File: config.mk
export PLATFORM = sky130hd
export DESIGN_NAME = stereo_fuzz_distortion
export DESIGN_NICKNAME = d
export VERILOG_FILES = /design/src/design/sfd_pkg.sv /design/src/design/stereo_fuzz_distortion.sv /design/src/design/sfd_state_ram.sv /design/src/design/sfd_mul.sv /design/src/design/sfd_core.sv
export SDC_FILE = /design/constraint.sdc
export NUM_CORES = 2
export LEC_CHECK = 0
export BUFFER_PORTS_ARGS = -buffer_cell sky130_fd_sc_hd__clkbuf_2
export CORE_MARGIN = 2
export CORE_UTILIZATION = 60
export DETAILED_ROUTE_END_ITERATION = 7
export PLACE_DENSITY = 0.78
export SLEW_MARGIN = 20
export SYNTH_ARGS = -nofsm -noshare
export SYNTH_HDL_FRONTEND = slang
export SYNTH_SLANG_ARGS = --single-unit
File: constraint.sdc
create_clock -name clk -period 17.05 [get_ports clk]
set_input_delay 2.5575 -clock clk [delete_from_list [all_inputs] [get_ports clk]]
set_output_delay 2.5575 -clock clk [all_outputs]
set_load 0.02 [all_outputs]
File: src/design/sfd_pkg.sv
// ----------------------------------------------------------------------------
// Stereo fuzz distortion package
// Beat types, configuration layout, register indexes and fixed constants.
// ----------------------------------------------------------------------------
package sfd_pkg;

    localparam int SAMPLE_WIDTH     = 24;
    localparam int DRIVE_WIDTH      = 14;
    localparam int COEF_WIDTH       = 17;
    localparam int CFG_DATA_WIDTH   = 17;
    localparam int REG_INDEX_WIDTH  = 3;
    localparam int STATE_ADDR_WIDTH = 4;
    localparam int POLE_IDX_WIDTH   = 3;
    localparam int MUL_A_WIDTH      = 19;

    localparam logic [COEF_WIDTH-1:0] Q16_ONE = 17'd65536;

    localparam logic signed [MUL_A_WIDTH-1:0] K_LOWPASS_GAIN = 19'sd104858;
    localparam logic signed [MUL_A_WIDTH-1:0] K_DUCK         = 19'sd26214;
    localparam logic signed [MUL_A_WIDTH-1:0] K_MAKEUP       = 19'sd15729;

    localparam logic [REG_INDEX_WIDTH-1:0] REG_DRIVE_GAIN          = 3'd0;
    localparam logic [REG_INDEX_WIDTH-1:0] REG_TONE_MIX            = 3'd1;
    localparam logic [REG_INDEX_WIDTH-1:0] REG_CLEAN_BLEND         = 3'd2;
    localparam logic [REG_INDEX_WIDTH-1:0] REG_COEF_INPUT_HIGHPASS = 3'd3;
    localparam logic [REG_INDEX_WIDTH-1:0] REG_COEF_BASS_TAP       = 3'd4;
    localparam logic [REG_INDEX_WIDTH-1:0] REG_COEF_INTERSTAGE     = 3'd5;
    localparam logic [REG_INDEX_WIDTH-1:0] REG_COEF_TONE           = 3'd6;
    localparam logic [REG_INDEX_WIDTH-1:0] REG_COEF_DC_BLOCK       = 3'd7;

    typedef struct packed {
        logic signed [SAMPLE_WIDTH-1:0] left_in;
        logic signed [SAMPLE_WIDTH-1:0] right_in;
    } in_beat_t;

    typedef struct packed {
        logic signed [SAMPLE_WIDTH-1:0] left_out;
        logic signed [SAMPLE_WIDTH-1:0] right_out;
    } out_beat_t;

    typedef struct packed {
        logic [DRIVE_WIDTH-1:0] drive_gain;
        logic [COEF_WIDTH-1:0]  tone_mix;
        logic [COEF_WIDTH-1:0]  clean_blend;
        logic [COEF_WIDTH-1:0]  coef_input_highpass;
        logic [COEF_WIDTH-1:0]  coef_bass_tap;
        logic [COEF_WIDTH-1:0]  coef_interstage;
        logic [COEF_WIDTH-1:0]  coef_tone;
        logic [COEF_WIDTH-1:0]  coef_dc_block;
    } cfg_t;

    localparam cfg_t CFG_RESET = '{
        drive_gain:          14'd10240,
        tone_mix:            17'd36045,
        clean_blend:         17'd29491,
        coef_input_highpass: 17'd385,
        coef_bass_tap:       17'd1526,
        coef_interstage:     17'd45360,
        coef_tone:           17'd5738,
        coef_dc_block:       17'd154
    };

    typedef struct packed {
        logic                        rd_en;
        logic                        wr_en;
        logic [STATE_ADDR_WIDTH-1:0] addr;
    } ram_ctrl_t;

    typedef struct packed {
        logic start;
        logic out_free;
    } core_ctl_t;

    typedef struct packed {
        logic idle;
        logic done;
    } core_sts_t;

endpackage

File: src/design/stereo_fuzz_distortion.sv
// ----------------------------------------------------------------------------
// Stereo fuzz distortion
// Two-channel fuzz with tone crossfade, clean bass blend and DC blocker.
// ----------------------------------------------------------------------------
// Sample pairs enter on smp_valid/smp_ready with payload smp, processed pairs
// leave on res_valid/res_ready with payload res. Controls and filter
// coefficients are written through cfg_we/cfg_index/cfg_data, one register a
// cycle, while the block is idle; the user must keep to this, the block does
// not enforce it. One sequencer walks each channel through seven one-pole
// filters and eight multiplies, sharing one multiplier and one state memory
// port: a pole step reads its state, multiplies the coefficient by the
// difference and writes the new state; a multiply registers its product.
// A result beat shows once both channels of its pair are done, and smp_ready
// rises with it; no new pair is taken until the sequencer is idle again.
// The output register holds a finished pair while the next pair is worked
// on; if that pair finishes first, the sequencer holds its last step until
// the output register is taken.
// Reset zeroes all filter states, loads the default controls and empties
// the output register.
// ----------------------------------------------------------------------------
module stereo_fuzz_distortion #(
    parameter int STATE_WIDTH = 32
) (
    input  logic                                       clk,
    input  logic                                       rst_n,
    input  logic                                       smp_valid,
    output logic                                       smp_ready,
    input  sfd_pkg::in_beat_t                          smp,
    output logic                                       res_valid,
    input  logic                                       res_ready,
    output sfd_pkg::out_beat_t                         res,
    input  logic                                       cfg_we,
    input  logic [sfd_pkg::REG_INDEX_WIDTH-1:0]        cfg_index,
    input  logic [sfd_pkg::CFG_DATA_WIDTH-1:0]         cfg_data
);

    localparam int CW = sfd_pkg::COEF_WIDTH;

    function automatic logic [CW-1:0] q16_unity(input logic [CW-1:0] v);
        return (v > sfd_pkg::Q16_ONE) ? sfd_pkg::Q16_ONE : v;
    endfunction

    sfd_pkg::cfg_t      cfg_reg, cfg_next;
    logic               res_valid_reg;
    sfd_pkg::out_beat_t res_reg;
    sfd_pkg::core_ctl_t core_ctl;
    sfd_pkg::core_sts_t core_sts;
    sfd_pkg::out_beat_t core_result;
    logic [CW-1:0]      cfg_unity;

    assign cfg_unity = q16_unity(cfg_data[CW-1:0]);

    always_comb
    begin
        cfg_next = cfg_reg;
        unique case (cfg_index)
            sfd_pkg::REG_DRIVE_GAIN:
                cfg_next.drive_gain = cfg_data[sfd_pkg::DRIVE_WIDTH-1:0];
            sfd_pkg::REG_TONE_MIX:
                cfg_next.tone_mix = cfg_unity;
            sfd_pkg::REG_CLEAN_BLEND:
                cfg_next.clean_blend = cfg_unity;
            sfd_pkg::REG_COEF_INPUT_HIGHPASS:
                cfg_next.coef_input_highpass = cfg_unity;
            sfd_pkg::REG_COEF_BASS_TAP:
                cfg_next.coef_bass_tap = cfg_unity;
            sfd_pkg::REG_COEF_INTERSTAGE:
                cfg_next.coef_interstage = cfg_unity;
            sfd_pkg::REG_COEF_TONE:
                cfg_next.coef_tone = cfg_unity;
            sfd_pkg::REG_COEF_DC_BLOCK:
                cfg_next.coef_dc_block = cfg_unity;
            default:
                cfg_next = cfg_reg;
        endcase
    end

    always_ff @(posedge clk or negedge rst_n)
    begin
        if (!rst_n)
        begin
            cfg_reg <= sfd_pkg::CFG_RESET;
        end
        else if (cfg_we)
        begin
            cfg_reg <= cfg_next;
        end
    end

    assign core_ctl.start    = smp_valid && core_sts.idle;
    assign core_ctl.out_free = !res_valid_reg || res_ready;

    sfd_core #(
        .STATE_WIDTH(STATE_WIDTH)
    ) u_core (
        .clk   (clk),
        .rst_n (rst_n),
        .cfg   (cfg_reg),
        .ctl   (core_ctl),
        .smp   (smp),
        .sts   (core_sts),
        .result(core_result)
    );

    always_ff @(posedge clk or negedge rst_n)
    begin
        if (!rst_n)
        begin
            res_valid_reg <= 1'b0;
        end
        else if (core_sts.done)
        begin
            res_valid_reg <= 1'b1;
        end
        else if (res_ready)
        begin
            res_valid_reg <= 1'b0;
        end
    end

    always_ff @(posedge clk)
    begin
        if (core_sts.done)
        begin
            res_reg <= core_result;
        end
    end

    assign smp_ready = core_sts.idle;
    assign res_valid = res_valid_reg;
    assign res       = res_reg;

endmodule

File: src/design/sfd_state_ram.sv
// ----------------------------------------------------------------------------
// Filter state memory
// One-port synchronous memory of per-channel filter states, registered
// read; entries never written read as zero.
// ----------------------------------------------------------------------------
module sfd_state_ram #(
    parameter int DATA_WIDTH = 32
) (
    input  logic                         clk,
    input  logic                         rst_n,
    input  sfd_pkg::ram_ctrl_t           ctrl,
    input  logic signed [DATA_WIDTH-1:0] wdata,
    output logic signed [DATA_WIDTH-1:0] rdata
);

    localparam int DEPTH = 1 << sfd_pkg::STATE_ADDR_WIDTH;

    logic signed [DATA_WIDTH-1:0] state_mem [DEPTH];
    logic [DEPTH-1:0]             valid_reg;
    logic signed [DATA_WIDTH-1:0] rdata_reg;

    always_ff @(posedge clk)
    begin
        if (ctrl.wr_en)
        begin
            state_mem[ctrl.addr] <= wdata;
        end
        if (ctrl.rd_en)
        begin
            rdata_reg <= valid_reg[ctrl.addr] ? state_mem[ctrl.addr] : '0;
        end
    end

    always_ff @(posedge clk or negedge rst_n)
    begin
        if (!rst_n)
        begin
            valid_reg <= '0;
        end
        else if (ctrl.wr_en)
        begin
            valid_reg[ctrl.addr] <= 1'b1;
        end
    end

    assign rdata = rdata_reg;

endmodule

File: src/design/sfd_mul.sv
// ----------------------------------------------------------------------------
// Shared multiplier
// Signed coefficient by signed working value, product registered.
// ----------------------------------------------------------------------------
module sfd_mul #(
    parameter int B_WIDTH = 35,
    localparam int P_WIDTH = B_WIDTH + sfd_pkg::MUL_A_WIDTH
) (
    input  logic                                   clk,
    input  logic                                   en,
    input  logic signed [sfd_pkg::MUL_A_WIDTH-1:0] a,
    input  logic signed [B_WIDTH-1:0]              b,
    output logic signed [P_WIDTH-1:0]              p
);

    logic signed [P_WIDTH-1:0] p_reg;

    always_ff @(posedge clk)
    begin
        if (en)
        begin
            p_reg <= P_WIDTH'(a) * P_WIDTH'(b);
        end
    end

    assign p = p_reg;

endmodule

File: src/design/sfd_core.sv
// ----------------------------------------------------------------------------
// Fuzz sequencer and datapath
// Walks each channel through the pole filters and mixes, reading and
// writing filter states in the state memory over the shared multiplier.
// ----------------------------------------------------------------------------
module sfd_core #(
    parameter int STATE_WIDTH = 32
) (
    input  logic               clk,
    input  logic               rst_n,
    input  sfd_pkg::cfg_t      cfg,
    input  sfd_pkg::core_ctl_t ctl,
    input  sfd_pkg::in_beat_t  smp,
    output sfd_pkg::core_sts_t sts,
    output sfd_pkg::out_beat_t result
);

    localparam int STATE_W = STATE_WIDTH;
    localparam int SMP_W   = sfd_pkg::SAMPLE_WIDTH;
    localparam int WORK_W  = ((STATE_W > SMP_W) ? STATE_W : SMP_W) + 3;
    localparam int MA_W    = sfd_pkg::MUL_A_WIDTH;
    localparam int PROD_W  = WORK_W + MA_W;
    localparam int ACC_W   = PROD_W + 1;
    localparam int IDX_W   = sfd_pkg::POLE_IDX_WIDTH;
    localparam int CW      = sfd_pkg::COEF_WIDTH;

    localparam logic signed [ACC_W-1:0] STATE_HI = ACC_W'((64'sd1 <<< (STATE_W - 1)) - 64'sd1);
    localparam logic signed [ACC_W-1:0] STATE_LO = ~STATE_HI;
    localparam logic signed [ACC_W-1:0] SMP_HI   = ACC_W'((64'sd1 <<< (SMP_W - 1)) - 64'sd1);
    localparam logic signed [ACC_W-1:0] SMP_LO   = ~SMP_HI;
    localparam logic signed [ACC_W-1:0] ONE_POS  = ACC_W'(64'sd1 <<< (SMP_W - 1));
    localparam logic signed [ACC_W-1:0] ONE_NEG  = -ONE_POS;

    localparam logic [3:0] ST_IDLE   = 4'd0;
    localparam logic [3:0] ST_BASS   = 4'd1;
    localparam logic [3:0] ST_HP     = 4'd2;
    localparam logic [3:0] ST_DRIVE  = 4'd3;
    localparam logic [3:0] ST_ONE    = 4'd4;
    localparam logic [3:0] ST_TWO    = 4'd5;
    localparam logic [3:0] ST_TLO    = 4'd6;
    localparam logic [3:0] ST_THI    = 4'd7;
    localparam logic [3:0] ST_LOGAIN = 4'd8;
    localparam logic [3:0] ST_LOMIX  = 4'd9;
    localparam logic [3:0] ST_HIMIX  = 4'd10;
    localparam logic [3:0] ST_DUCK   = 4'd11;
    localparam logic [3:0] ST_DRY    = 4'd12;
    localparam logic [3:0] ST_WET    = 4'd13;
    localparam logic [3:0] ST_DC     = 4'd14;
    localparam logic [3:0] ST_MAKEUP = 4'd15;

    localparam logic [1:0] PH_A = 2'd0;
    localparam logic [1:0] PH_B = 2'd1;
    localparam logic [1:0] PH_C = 2'd2;

    localparam logic [IDX_W-1:0] IDX_INPUT_HP  = 3'd0;
    localparam logic [IDX_W-1:0] IDX_BASS_TAP  = 3'd1;
    localparam logic [IDX_W-1:0] IDX_STAGE_ONE = 3'd2;
    localparam logic [IDX_W-1:0] IDX_STAGE_TWO = 3'd3;
    localparam logic [IDX_W-1:0] IDX_TONE_LOW  = 3'd4;
    localparam logic [IDX_W-1:0] IDX_TONE_HIGH = 3'd5;
    localparam logic [IDX_W-1:0] IDX_DC_BLOCK  = 3'd6;

    function automatic logic signed [STATE_W-1:0] sat_state(input logic signed [ACC_W-1:0] v);
        logic signed [STATE_W-1:0] r;
        if (v > STATE_HI)
            r = STATE_HI[STATE_W-1:0];
        else if (v < STATE_LO)
            r = STATE_LO[STATE_W-1:0];
        else
            r = v[STATE_W-1:0];
        return r;
    endfunction

    function automatic logic signed [SMP_W-1:0] sat_smp(input logic signed [ACC_W-1:0] v);
        logic signed [SMP_W-1:0] r;
        if (v > SMP_HI)
            r = SMP_HI[SMP_W-1:0];
        else if (v < SMP_LO)
            r = SMP_LO[SMP_W-1:0];
        else
            r = v[SMP_W-1:0];
        return r;
    endfunction

    function automatic logic signed [WORK_W-1:0] clip_one(input logic signed [ACC_W-1:0] v);
        logic signed [WORK_W-1:0] r;
        if (v > ONE_POS)
            r = ONE_POS[WORK_W-1:0];
        else if (v < ONE_NEG)
            r = ONE_NEG[WORK_W-1:0];
        else
            r = v[WORK_W-1:0];
        return r;
    endfunction

    logic [3:0]                step_reg, step_next;
    logic [1:0]                phase_reg, phase_next;
    logic                      chan_reg, chan_next;
    sfd_pkg::in_beat_t         smp_reg, smp_next;
    logic signed [WORK_W-1:0]  s_reg, s_next;
    logic signed [WORK_W-1:0]  lo_reg, lo_next;
    logic signed [WORK_W-1:0]  hi_reg, hi_next;
    logic signed [WORK_W-1:0]  m_reg, m_next;
    logic signed [WORK_W-1:0]  bass_reg, bass_next;
    logic signed [ACC_W-1:0]   acc_reg, acc_next;
    logic [CW-1:0]             duck_reg, duck_next;
    logic signed [STATE_W-1:0] z_reg, z_next;
    logic signed [SMP_W-1:0]   left_res_reg, left_res_next;

    logic signed [SMP_W-1:0]   x_smp;
    logic signed [WORK_W-1:0]  x_work;
    logic                      is_pole;
    logic [IDX_W-1:0]          pole_idx;
    logic signed [WORK_W-1:0]  pole_v;
    logic [CW-1:0]             pole_coef;
    logic signed [MA_W-1:0]    op_a;
    logic signed [WORK_W-1:0]  op_b;
    logic signed [STATE_W-1:0] pole_d;
    logic signed [STATE_W-1:0] z_new;
    logic signed [SMP_W-1:0]   lane_res;
    logic                      advance;
    logic                      done;

    sfd_pkg::ram_ctrl_t        ram_ctrl;
    logic signed [STATE_W-1:0] ram_rdata;
    logic                      mul_en;
    logic signed [MA_W-1:0]    mul_a;
    logic signed [WORK_W-1:0]  mul_b;
    logic signed [PROD_W-1:0]  mul_p;

    sfd_state_ram #(
        .DATA_WIDTH(STATE_W)
    ) u_state_ram (
        .clk  (clk),
        .rst_n(rst_n),
        .ctrl (ram_ctrl),
        .wdata(z_new),
        .rdata(ram_rdata)
    );

    sfd_mul #(
        .B_WIDTH(WORK_W)
    ) u_mul (
        .clk(clk),
        .en (mul_en),
        .a  (mul_a),
        .b  (mul_b),
        .p  (mul_p)
    );

    assign x_smp    = chan_reg ? smp_reg.right_in : smp_reg.left_in;
    assign x_work   = WORK_W'(x_smp);
    assign pole_d   = sat_state(ACC_W'(pole_v) - ACC_W'(ram_rdata));
    assign z_new    = sat_state(ACC_W'(z_reg) + ACC_W'(mul_p >>> 16));
    assign lane_res = sat_smp(ACC_W'(mul_p >>> 16));

    // step table: pole address, input and coefficient, or multiply operands
    always_comb
    begin
        is_pole   = 1'b0;
        pole_idx  = IDX_INPUT_HP;
        pole_v    = s_reg;
        pole_coef = cfg.coef_interstage;
        op_a      = '0;
        op_b      = '0;
        unique case (step_reg)
            ST_BASS:
            begin
                is_pole   = 1'b1;
                pole_idx  = IDX_BASS_TAP;
                pole_v    = x_work;
                pole_coef = cfg.coef_bass_tap;
            end
            ST_HP:
            begin
                is_pole   = 1'b1;
                pole_idx  = IDX_INPUT_HP;
                pole_v    = x_work;
                pole_coef = cfg.coef_input_highpass;
            end
            ST_DRIVE:
            begin
                op_a = MA_W'(cfg.drive_gain);
                op_b = s_reg;
            end
            ST_ONE:
            begin
                is_pole   = 1'b1;
                pole_idx  = IDX_STAGE_ONE;
                pole_coef = cfg.coef_interstage;
            end
            ST_TWO:
            begin
                is_pole   = 1'b1;
                pole_idx  = IDX_STAGE_TWO;
                pole_coef = cfg.coef_interstage;
            end
            ST_TLO:
            begin
                is_pole   = 1'b1;
                pole_idx  = IDX_TONE_LOW;
                pole_coef = cfg.coef_tone;
            end
            ST_THI:
            begin
                is_pole   = 1'b1;
                pole_idx  = IDX_TONE_HIGH;
                pole_coef = cfg.coef_tone;
            end
            ST_LOGAIN:
            begin
                op_a = sfd_pkg::K_LOWPASS_GAIN;
                op_b = lo_reg;
            end
            ST_LOMIX:
            begin
                op_a = MA_W'(sfd_pkg::Q16_ONE) - MA_W'(cfg.tone_mix);
                op_b = lo_reg;
            end
            ST_HIMIX:
            begin
                op_a = MA_W'(cfg.tone_mix);
                op_b = hi_reg;
            end
            ST_DUCK:
            begin
                op_a = sfd_pkg::K_DUCK;
                op_b = WORK_W'(cfg.clean_blend);
            end
            ST_DRY:
            begin
                op_a = MA_W'(sfd_pkg::Q16_ONE) - MA_W'(duck_reg);
                op_b = m_reg;
            end
            ST_WET:
            begin
                op_a = MA_W'({cfg.clean_blend, 1'b0}) + MA_W'(cfg.clean_blend);
                op_b = bass_reg;
            end
            ST_DC:
            begin
                is_pole   = 1'b1;
                pole_idx  = IDX_DC_BLOCK;
                pole_v    = m_reg;
                pole_coef = cfg.coef_dc_block;
            end
            ST_MAKEUP:
            begin
                op_a = sfd_pkg::K_MAKEUP;
                op_b = s_reg;
            end
            default:
            begin
                is_pole = 1'b0;
            end
        endcase
    end

    always_comb
    begin
        step_next     = step_reg;
        phase_next    = phase_reg;
        chan_next     = chan_reg;
        smp_next      = smp_reg;
        s_next        = s_reg;
        lo_next       = lo_reg;
        hi_next       = hi_reg;
        m_next        = m_reg;
        bass_next     = bass_reg;
        acc_next      = acc_reg;
        duck_next     = duck_reg;
        z_next        = z_reg;
        left_res_next = left_res_reg;
        ram_ctrl      = '{rd_en: 1'b0, wr_en: 1'b0, addr: {chan_reg, pole_idx}};
        mul_en        = 1'b0;
        mul_a         = op_a;
        mul_b         = op_b;
        advance       = 1'b0;
        done          = 1'b0;

        if (step_reg == ST_IDLE)
        begin
            if (ctl.start)
            begin
                smp_next   = smp;
                chan_next  = 1'b0;
                step_next  = ST_BASS;
                phase_next = PH_A;
            end
        end
        else if (is_pole)
        begin
            unique case (phase_reg)
                PH_A:
                begin
                    ram_ctrl.rd_en = 1'b1;
                    phase_next     = PH_B;
                end
                PH_B:
                begin
                    z_next     = ram_rdata;
                    mul_en     = 1'b1;
                    mul_a      = MA_W'(pole_coef);
                    mul_b      = WORK_W'(pole_d);
                    phase_next = PH_C;
                end
                PH_C:
                begin
                    ram_ctrl.wr_en = 1'b1;
                    advance        = 1'b1;
                    phase_next     = PH_A;
                end
                default:
                begin
                    phase_next = PH_A;
                end
            endcase
        end
        else
        begin
            unique case (phase_reg)
                PH_A:
                begin
                    mul_en     = 1'b1;
                    phase_next = PH_B;
                end
                PH_B:
                begin
                    // hold the last step until the output register frees
                    if (step_reg != ST_MAKEUP || !chan_reg || ctl.out_free)
                    begin
                        advance    = 1'b1;
                        phase_next = PH_A;
                    end
                end
                default:
                begin
                    phase_next = PH_A;
                end
            endcase
        end

        if (advance)
        begin
            unique case (step_reg)
                ST_BASS:
                begin
                    bass_next = WORK_W'(z_new);
                    step_next = ST_HP;
                end
                ST_HP:
                begin
                    s_next    = x_work - WORK_W'(z_new);
                    step_next = ST_DRIVE;
                end
                ST_DRIVE:
                begin
                    s_next    = clip_one(ACC_W'(mul_p >>> 8));
                    step_next = ST_ONE;
                end
                ST_ONE:
                begin
                    s_next    = clip_one(ACC_W'(z_new) <<< 1);
                    step_next = ST_TWO;
                end
                ST_TWO:
                begin
                    s_next    = WORK_W'(z_new);
                    step_next = ST_TLO;
                end
                ST_TLO:
                begin
                    lo_next   = WORK_W'(z_new);
                    step_next = ST_THI;
                end
                ST_THI:
                begin
                    hi_next   = s_reg - WORK_W'(z_new);
                    step_next = ST_LOGAIN;
                end
                ST_LOGAIN:
                begin
                    lo_next   = WORK_W'(mul_p >>> 16);
                    step_next = ST_LOMIX;
                end
                ST_LOMIX:
                begin
                    acc_next  = ACC_W'(mul_p);
                    step_next = ST_HIMIX;
                end
                ST_HIMIX:
                begin
                    m_next    = WORK_W'((acc_reg + ACC_W'(mul_p)) >>> 16);
                    step_next = ST_DUCK;
                end
                ST_DUCK:
                begin
                    duck_next = CW'(mul_p >>> 16);
                    step_next = ST_DRY;
                end
                ST_DRY:
                begin
                    acc_next  = ACC_W'(mul_p);
                    step_next = ST_WET;
                end
                ST_WET:
                begin
                    m_next    = WORK_W'(sat_state((acc_reg + ACC_W'(mul_p)) >>> 16));
                    step_next = ST_DC;
                end
                ST_DC:
                begin
                    s_next    = m_reg - WORK_W'(z_new);
                    step_next = ST_MAKEUP;
                end
                ST_MAKEUP:
                begin
                    if (chan_reg)
                    begin
                        done      = 1'b1;
                        step_next = ST_IDLE;
                    end
                    else
                    begin
                        left_res_next = lane_res;
                        chan_next     = 1'b1;
                        step_next     = ST_BASS;
                    end
                end
                default:
                begin
                    step_next = ST_IDLE;
                end
            endcase
        end
    end

    always_ff @(posedge clk or negedge rst_n)
    begin
        if (!rst_n)
        begin
            step_reg  <= ST_IDLE;
            phase_reg <= PH_A;
            chan_reg  <= 1'b0;
        end
        else
        begin
            step_reg  <= step_next;
            phase_reg <= phase_next;
            chan_reg  <= chan_next;
        end
    end

    always_ff @(posedge clk)
    begin
        smp_reg      <= smp_next;
        s_reg        <= s_next;
        lo_reg       <= lo_next;
        hi_reg       <= hi_next;
        m_reg        <= m_next;
        bass_reg     <= bass_next;
        acc_reg      <= acc_next;
        duck_reg     <= duck_next;
        z_reg        <= z_next;
        left_res_reg <= left_res_next;
    end

    assign sts.idle         = (step_reg == ST_IDLE);
    assign sts.done         = done;
    assign result.left_out  = left_res_reg;
    assign result.right_out = lane_res;

endmodule

### Yosys cells after proc, flatten, opt, wreduce, memory -nomap -nowiden

Memory sizes are Yosys's and may differ from the RTL's. A register that Yosys moved wholly into a read port is not among the register bits.
Index checks and enable logic that the tools add are counted.

* flip-flop bits (word level): 606
* latch bits: 0
* bits in writable memories: 512
* memory bits (read-only): 0
* bits of input ports: 73
* memories: 1

Memories
* u_core.u_state_ram.state_mem: depth 16, width 32, read ports 1, clocked after memory_dff 1, write ports 1, RTL line sfd_state_ram.sv:18 `logic signed [DATA_WIDTH-1:0] state_mem [DEPTH];`

* add/subtract/negate cells: 9
* $mul: 1
* div/mod/pow operators: 0
* $lt $le $gt $ge: 15
* equal/unequal tests: 27
* shifts and indexed selects: 0
* mux-type cells: 67
* bitwise operators: 3
* reduce and logical (&&, ||, !) cells: 43

Operator list (count)
* two-way mux 35 bit: 7
* one-hot mux 35 bit (2 select lines): 3
* one-hot mux 35 bit (6 select lines): 1
* two-way mux 32 bit: 6
* one-hot mux 35 bit (5 select lines): 1
* one-hot mux 19 bit (8 select lines): 1
* > comparator 55 x 32 -> 1 bit (second input constant): 2
* < comparator 55 x 32 -> 1 bit (second input constant): 2
* two-way mux 24 bit: 3
* subtractor 35 x 32 -> 35 bit: 2
* one-hot mux 17 bit (4 select lines): 1
* one-hot mux 4 bit (15 select lines): 1
* two-way mux 19 bit: 3
* adder 54 x 54 -> 55 bit: 1
* multiplier 19 x 35 -> 54 bit: 1
* > comparator 46 x 25 -> 1 bit (second input constant): 1
* < comparator 46 x 24 -> 1 bit (second input constant): 1
* adder 32 x 38 -> 39 bit: 1
* > comparator 39 x 32 -> 1 bit (second input constant): 1
* < comparator 39 x 32 -> 1 bit (second input constant): 1
* > comparator 38 x 24 -> 1 bit (second input constant): 1
* < comparator 38 x 24 -> 1 bit (second input constant): 1
* AND reduction 2 bit: 18
* subtractor 17 x 17 -> 18 bit (first input constant): 2
* 41 further kinds: 103

### Longest topological paths before layout

* depth in word-level cells: 11
* depth in mapped cells: 50
* gate-level depth less buffers: 43

### Cells and area by module

Synthesis repeated with hierarchy kept, for this count alone.

* cells, all modules: 7011
* area, all modules: 81709.6 um^2

By module, submodules not included
* sfd_core: times used 1, cells an instance 3085, area an instance 28872.7 um^2
* sfd_mul: times used 1, cells an instance 2528, area an instance 24372.1 um^2
* sfd_state_ram: times used 1, cells an instance 884, area an instance 21046.4 um^2
* stereo_fuzz_distortion: times used 1, cells an instance 514, area an instance 7418.4 um^2

### Least setup slack after synthesis

Ideal clock, no wire load.

* path type: reg2reg
* start: reg u_core.step_reg[0]
* end: reg u_core.u_mul.p_reg[52], in the netlist u_core.u_mul.p[52] (data pin)
* setup time: 174 ps
* data arrival time: 12237 ps
* path slack: 4639 ps
* stages on the path, launching flop included: 48
* buffers on the path: 9
* path through: dfrtp_1 clkbuf_1 inv_1 clkbuf_1 nand2_1 nor2_1 clkbuf_1 buf_1 clkbuf_1 buf_1 a221o_1 ha_1 a21o_1 a21o_1 a311o_1 o21ai_2 a211oi_1 or3_1 [... 12 more ...] fa_1 fa_1 fa_1 inv_1 fa_1 inv_1 ha_1 a21o_1 a21o_1 a21o_1 a21o_1 a21oi_1 nor2_1 a2111oi_0 o21ai_0 a211o_1 nor3b_1 a311oi_1

* longest elaborated chain between the ends: 11

Ends and longest elaborated chain
* start, declared: RTL line sfd_core.sv:96 `logic [3:0] step_reg, step_next;`
* start signal, assigned: RTL line sfd_core.sv:448 `step_reg <= step_next;`
* == test 4 x 1 -> 1 bit or == test 4 x 2 -> 1 bit (tied branches): RTL line sfd_core.sv:166 `unique case (step_reg)`
* OR reduction 2 bit (no source line)
* one-hot mux 35 bit (2 select lines): RTL line sfd_core.sv:166
* subtractor 35 x 32 -> 36 bit: RTL line sfd_core.sv:153 `assign pole_d = sat_state(ACC_W'(pole_v) - ACC_W'(ram_rdata));`
* < comparator 55 x 32 -> 1 bit: RTL line sfd_core.sv:67 `else if (v < STATE_LO)`
* two-way mux 32 bit: RTL line sfd_core.sv:67
* two-way mux 32 bit: RTL line sfd_core.sv:65 `if (v > STATE_HI)`
* two-way mux 35 bit: RTL line sfd_core.sv:293 `unique case (phase_reg)`
* two-way mux 35 bit: RTL line sfd_core.sv:291 `else if (is_pole)`
* two-way mux 35 bit: RTL line sfd_core.sv:281 `if (step_reg == ST_IDLE)`
* multiplier 19 x 35 -> 54 bit *: RTL line sfd_mul.sv:22 `p_reg <= P_WIDTH'(a) * P_WIDTH'(b);`
* end signal, assigned: RTL line sfd_mul.sv:22
* end, declared: RTL line sfd_mul.sv:16 `logic signed [P_WIDTH-1:0] p_reg;`

Mark *: on every way between the ends. The rest lies on a longest branch, timed or not.
A chain may end at the register's enable or synchronous reset.

### Final worst setup path

* start: reg u_core.step_reg[1]
* end: reg u_core.u_mul.p_reg[51], in the netlist u_core.u_mul.p[51] (data pin)

The elaborated chain is that of the path after synthesis.

==> metrics.md <==
| Metric | Value |
|---|---|
| Count leader, synth | `edfxtp_1` |
| Wire per inst | `30.7 um` |
| Sequential share of power | `0.526` |
| Comb power frac | `0.026` |
| Post-synth cell types | `96` |
| Post-synth top cells | `edfxtp_1 (993), inv_1 (810), fa_1 (648)` |
| Syn_area_per_cell | `10.8 um^2` |
| First-pass GRT wire length | `436000 um` |
| Area share of the largest cell type after synthesis | `0.358` |
| Die ar. | `0.142 mm^2` |
| Clock sink count | `1150` |
| FF-to-FF path depth | `43` |
| Slew headroom | `0.141` |
| Gp weighted congestion | `1.04` |
| Tot GR Track Use | `0.419` |
| Layout area overhead | `9.15%` |
| Die width | `377 um` |
| Fill count | `10400` |
| Clock slew at reported path FFs | `0.06 ns` |
| RSZ-0062 raised after global routing | `false` |
| Seq/Total Area, Yosys | `0.406` |
| Synth top area cells | `edfxtp_1 (36%), fa_1 (16%), ha_1 (5.9%)` |
| Clk network pwr share | `0.448` |
| Die Ht | `377 um` |
| WHS Endpoint | `u_core.u_state_ram.valid_reg[7]` |
| Post-route setup slack | `2.41 ns` |
| Top-Level Pins | `123` |
| Routed Antenna Nets | `0` |
| Gr ovfl total | `0` |
| WHS Path Cells | `0` |
| Top delay family on crit path | `compound AO/OA/AOI/OAI gates` |
| CTS buffer count | `117` |
| Yosys warnings | `0` |
| Final worst path period need | `14.64 ns` |
| Critical path's largest stage delay | `0.74 ns` |
| Async set or reset register ratio after synthesis | `0.137` |
| Critical Path RT | `17.52 ns` |
| Worst r2r src | `u_core.step_reg[1]` |
| Total power | `6.28 mW` |
| Top FF cell, synth | `edfxtp_1` |
| Via/cell ratio | `6.93` |
| Max-cap viol count | `0` |
| Sw frac | `0.223` |
| Post-CTS setup buffer count | `0` |
| Core box area | `0.138 mm^2` |
| Synth area leader | `edfxtp_1` |
| Initial antenna violation count | `14` |
| Worst clock skew | `0.0870 ns` |
| HP Start | `u_core.u_state_ram.valid_reg[7]` |
| DR iter-0 viols | `9817` |
| CP max stage cell | `a211oi_1` |
| TritonCTS clock tree | `built` |
| # H-tree levels | `3` |
| Port Buffers | `122` |
| Pin count of the biggest net entering global routing | `133` |
| Outcome | `finished, violations left` |
| Slew Viols, Final | `0` |
| Row count | `136` |
| HPWL Detailed | `214000 um` |
| Pwr per Cell Area | `69.1 mW/mm^2` |
| Worst Max-Slew Pin Slew | `1.28 ns` |
| Maximum vdd drop | `0.000123 V` |
| Failing checks | `design-rule violations` |
| Nets | `8891` |
| Layout cells sized above 1 | `0.0948` |
| Pre-CTS setup slack | `2.80 ns` |
| Root Driver | `clkbuf_16` |
| Final Core Density | `0.661` |
| Setup TNS | `0 ns` |
| WS Path Type | `reg2reg` |
| Synthesis-stage register bit count | `1150` |
| WL final | `298000 um` |
| Internal power | `4.88 mW` |
| Period Utilization, post-route | `0.859` |
| Post-CTS resize count | `0` |
| Final setup vio count | `0` |
| Achievable frequency | `0.0683 GHz` |
| Critical Path End Type | `register` |
| P_sw | `1.40 mW` |
| Drt drc | `23` |
| Clk buf depth | `3` |
| CP Buf/Inv Count | `7` |
| Setup crit start kind | `register` |
| Number of non-filler instances in the completed layout | `9689` |
| EDFF count, synth | `993` |
| Vias in the first global route | `66100` |
| Cells after Synth | `7726` |
| # placed instances | `9453` |
| Critical path arrival | `15.11 ns` |
| Mapped Area | `0.0833 mm^2` |
| Most used cell, CP | `fa_1` |
| Reg-to-reg setup timing slack | `2.41 ns` |
| Pre-antenna DRT Iters | `8` |
| Max reg flops | `512` |
| Reg2reg end | `u_core.u_mul.p[51]` |
| Worst-Skew Late Latency | `0.79 ns` |
| Starting density of the core | `0.605` |
| Worst-path fanout max | `42` |
| Via count | `67100` |
| # hold bufs at CTS | `0` |
| Leak Pwr | `38.7 nW` |
| Final-report hold violation count | `0` |
| Worst hold path class | `reg2reg` |
-- power by group through the flow --
stage          registers (mW)  logic, mW  clock network [mW]
2_1_floorplan            3.32      0.112                   0
3_3_place_gp             3.35      0.156                   0
3_5_place_dp             3.36      0.162                   0
4_1_cts                  3.30      0.163                2.82
5_1_grt                  3.32      0.187                2.92
6_report                 3.30      0.166                2.81
-- area by class of cell --
cell class,instances,area (um^2),share of cell area
sequential,1150,33800,0.372
tap,1794,2240,0.0247
multi-input combinational,5381,45500,0.500
antenna,13,32.5,0.000358
inverter,810,3040,0.0334
clock inverter,88,1160,0.0128
timing repair buffer,320,2130,0.0234
clock buffer,133,3040,0.0334
-- per-stage QoR --
| stage | area, um^2 | hold slack, ns |
|---|---|---|
| after global placement | 86700 | 0.364 |
| after floorplan | 83600 | 0.400 |
| after global routing | 90900 | 0.393 |
| after detailed placement | 86700 | 0.367 |
| after CTS | 90900 | 0.389 |
| final | 90900 | 0.392 |
-- layout by cell type (no fill, tap or decap), types with 199 or more instances in the layout --
master    synthesis  final
edfxtp_1        993    993
inv_1           810    808
fa_1            648    648
nand2_1         630    630
ha_1            390    390
nor2_1          375    349
a21oi_1         316    310
o21ai_0         297    295
o211ai_1        202    202
a21o_1          199    199
-- logic make-up after synthesis --
| kind of cell | synth area share |
|---|---|
| other | 0.0000450 |
| AND/OR/NAND/NOR | 0.105 |
| multiplexers | 0.00716 |
| flip-flops | 0.406 |
| XOR/XNOR | 0.0260 |
| adder cells (fa/ha/maj) | 0.214 |
| buffers and inverters | 0.0573 |
| AO/OA/AOI/OAI | 0.184 |
-- per-layer routing --
layer | up-vias | global-route usage | share of wire
li1 | 28500 | - | -
met3 | 821 | 0.115 | 0.13
met1 | 33200 | 0.566 | 0.38
met4 | 4 | 0.225 | 0.062
met2 | 4632 | 0.620 | 0.43
met5 | - | 0.00206 | 0.00010
-- worst max-delay path by stage --
stage / cells past startpoint / end / slack [ns] / from
after floorplan: 47 / u_core.u_mul.p[52] / 4.64 / u_core.step_reg[0]
after global placement: 44 / u_core.u_mul.p[51] / 2.97 / u_core.step_reg[1]
after detailed placement: 43 / u_core.u_mul.p[51] / 2.80 / u_core.step_reg[1]
after CTS: 43 / u_core.u_mul.p[51] / 2.66 / u_core.step_reg[1]
after global routing: 43 / u_core.u_mul.p[51] / 1.62 / u_core.step_reg[1]
final: 43 / u_core.u_mul.p[51] / 2.41 / u_core.step_reg[1]
-- worst register-to-register path: cells and delay by family, from the launching register on --
| kind | cells | cell delay [ns] |
|---|---|---|
| buffers and inverters | 7 | 2.11 |
| flip-flops | 1 | 0.62 |
| adder cells (fa/ha/maj) | 10 | 4.46 |
| AO/OA/AOI/OAI | 17 | 5.26 |
| AND/OR/NAND/NOR | 9 | 1.86 |
Note: power is estimated with default switching activity, not from simulation.
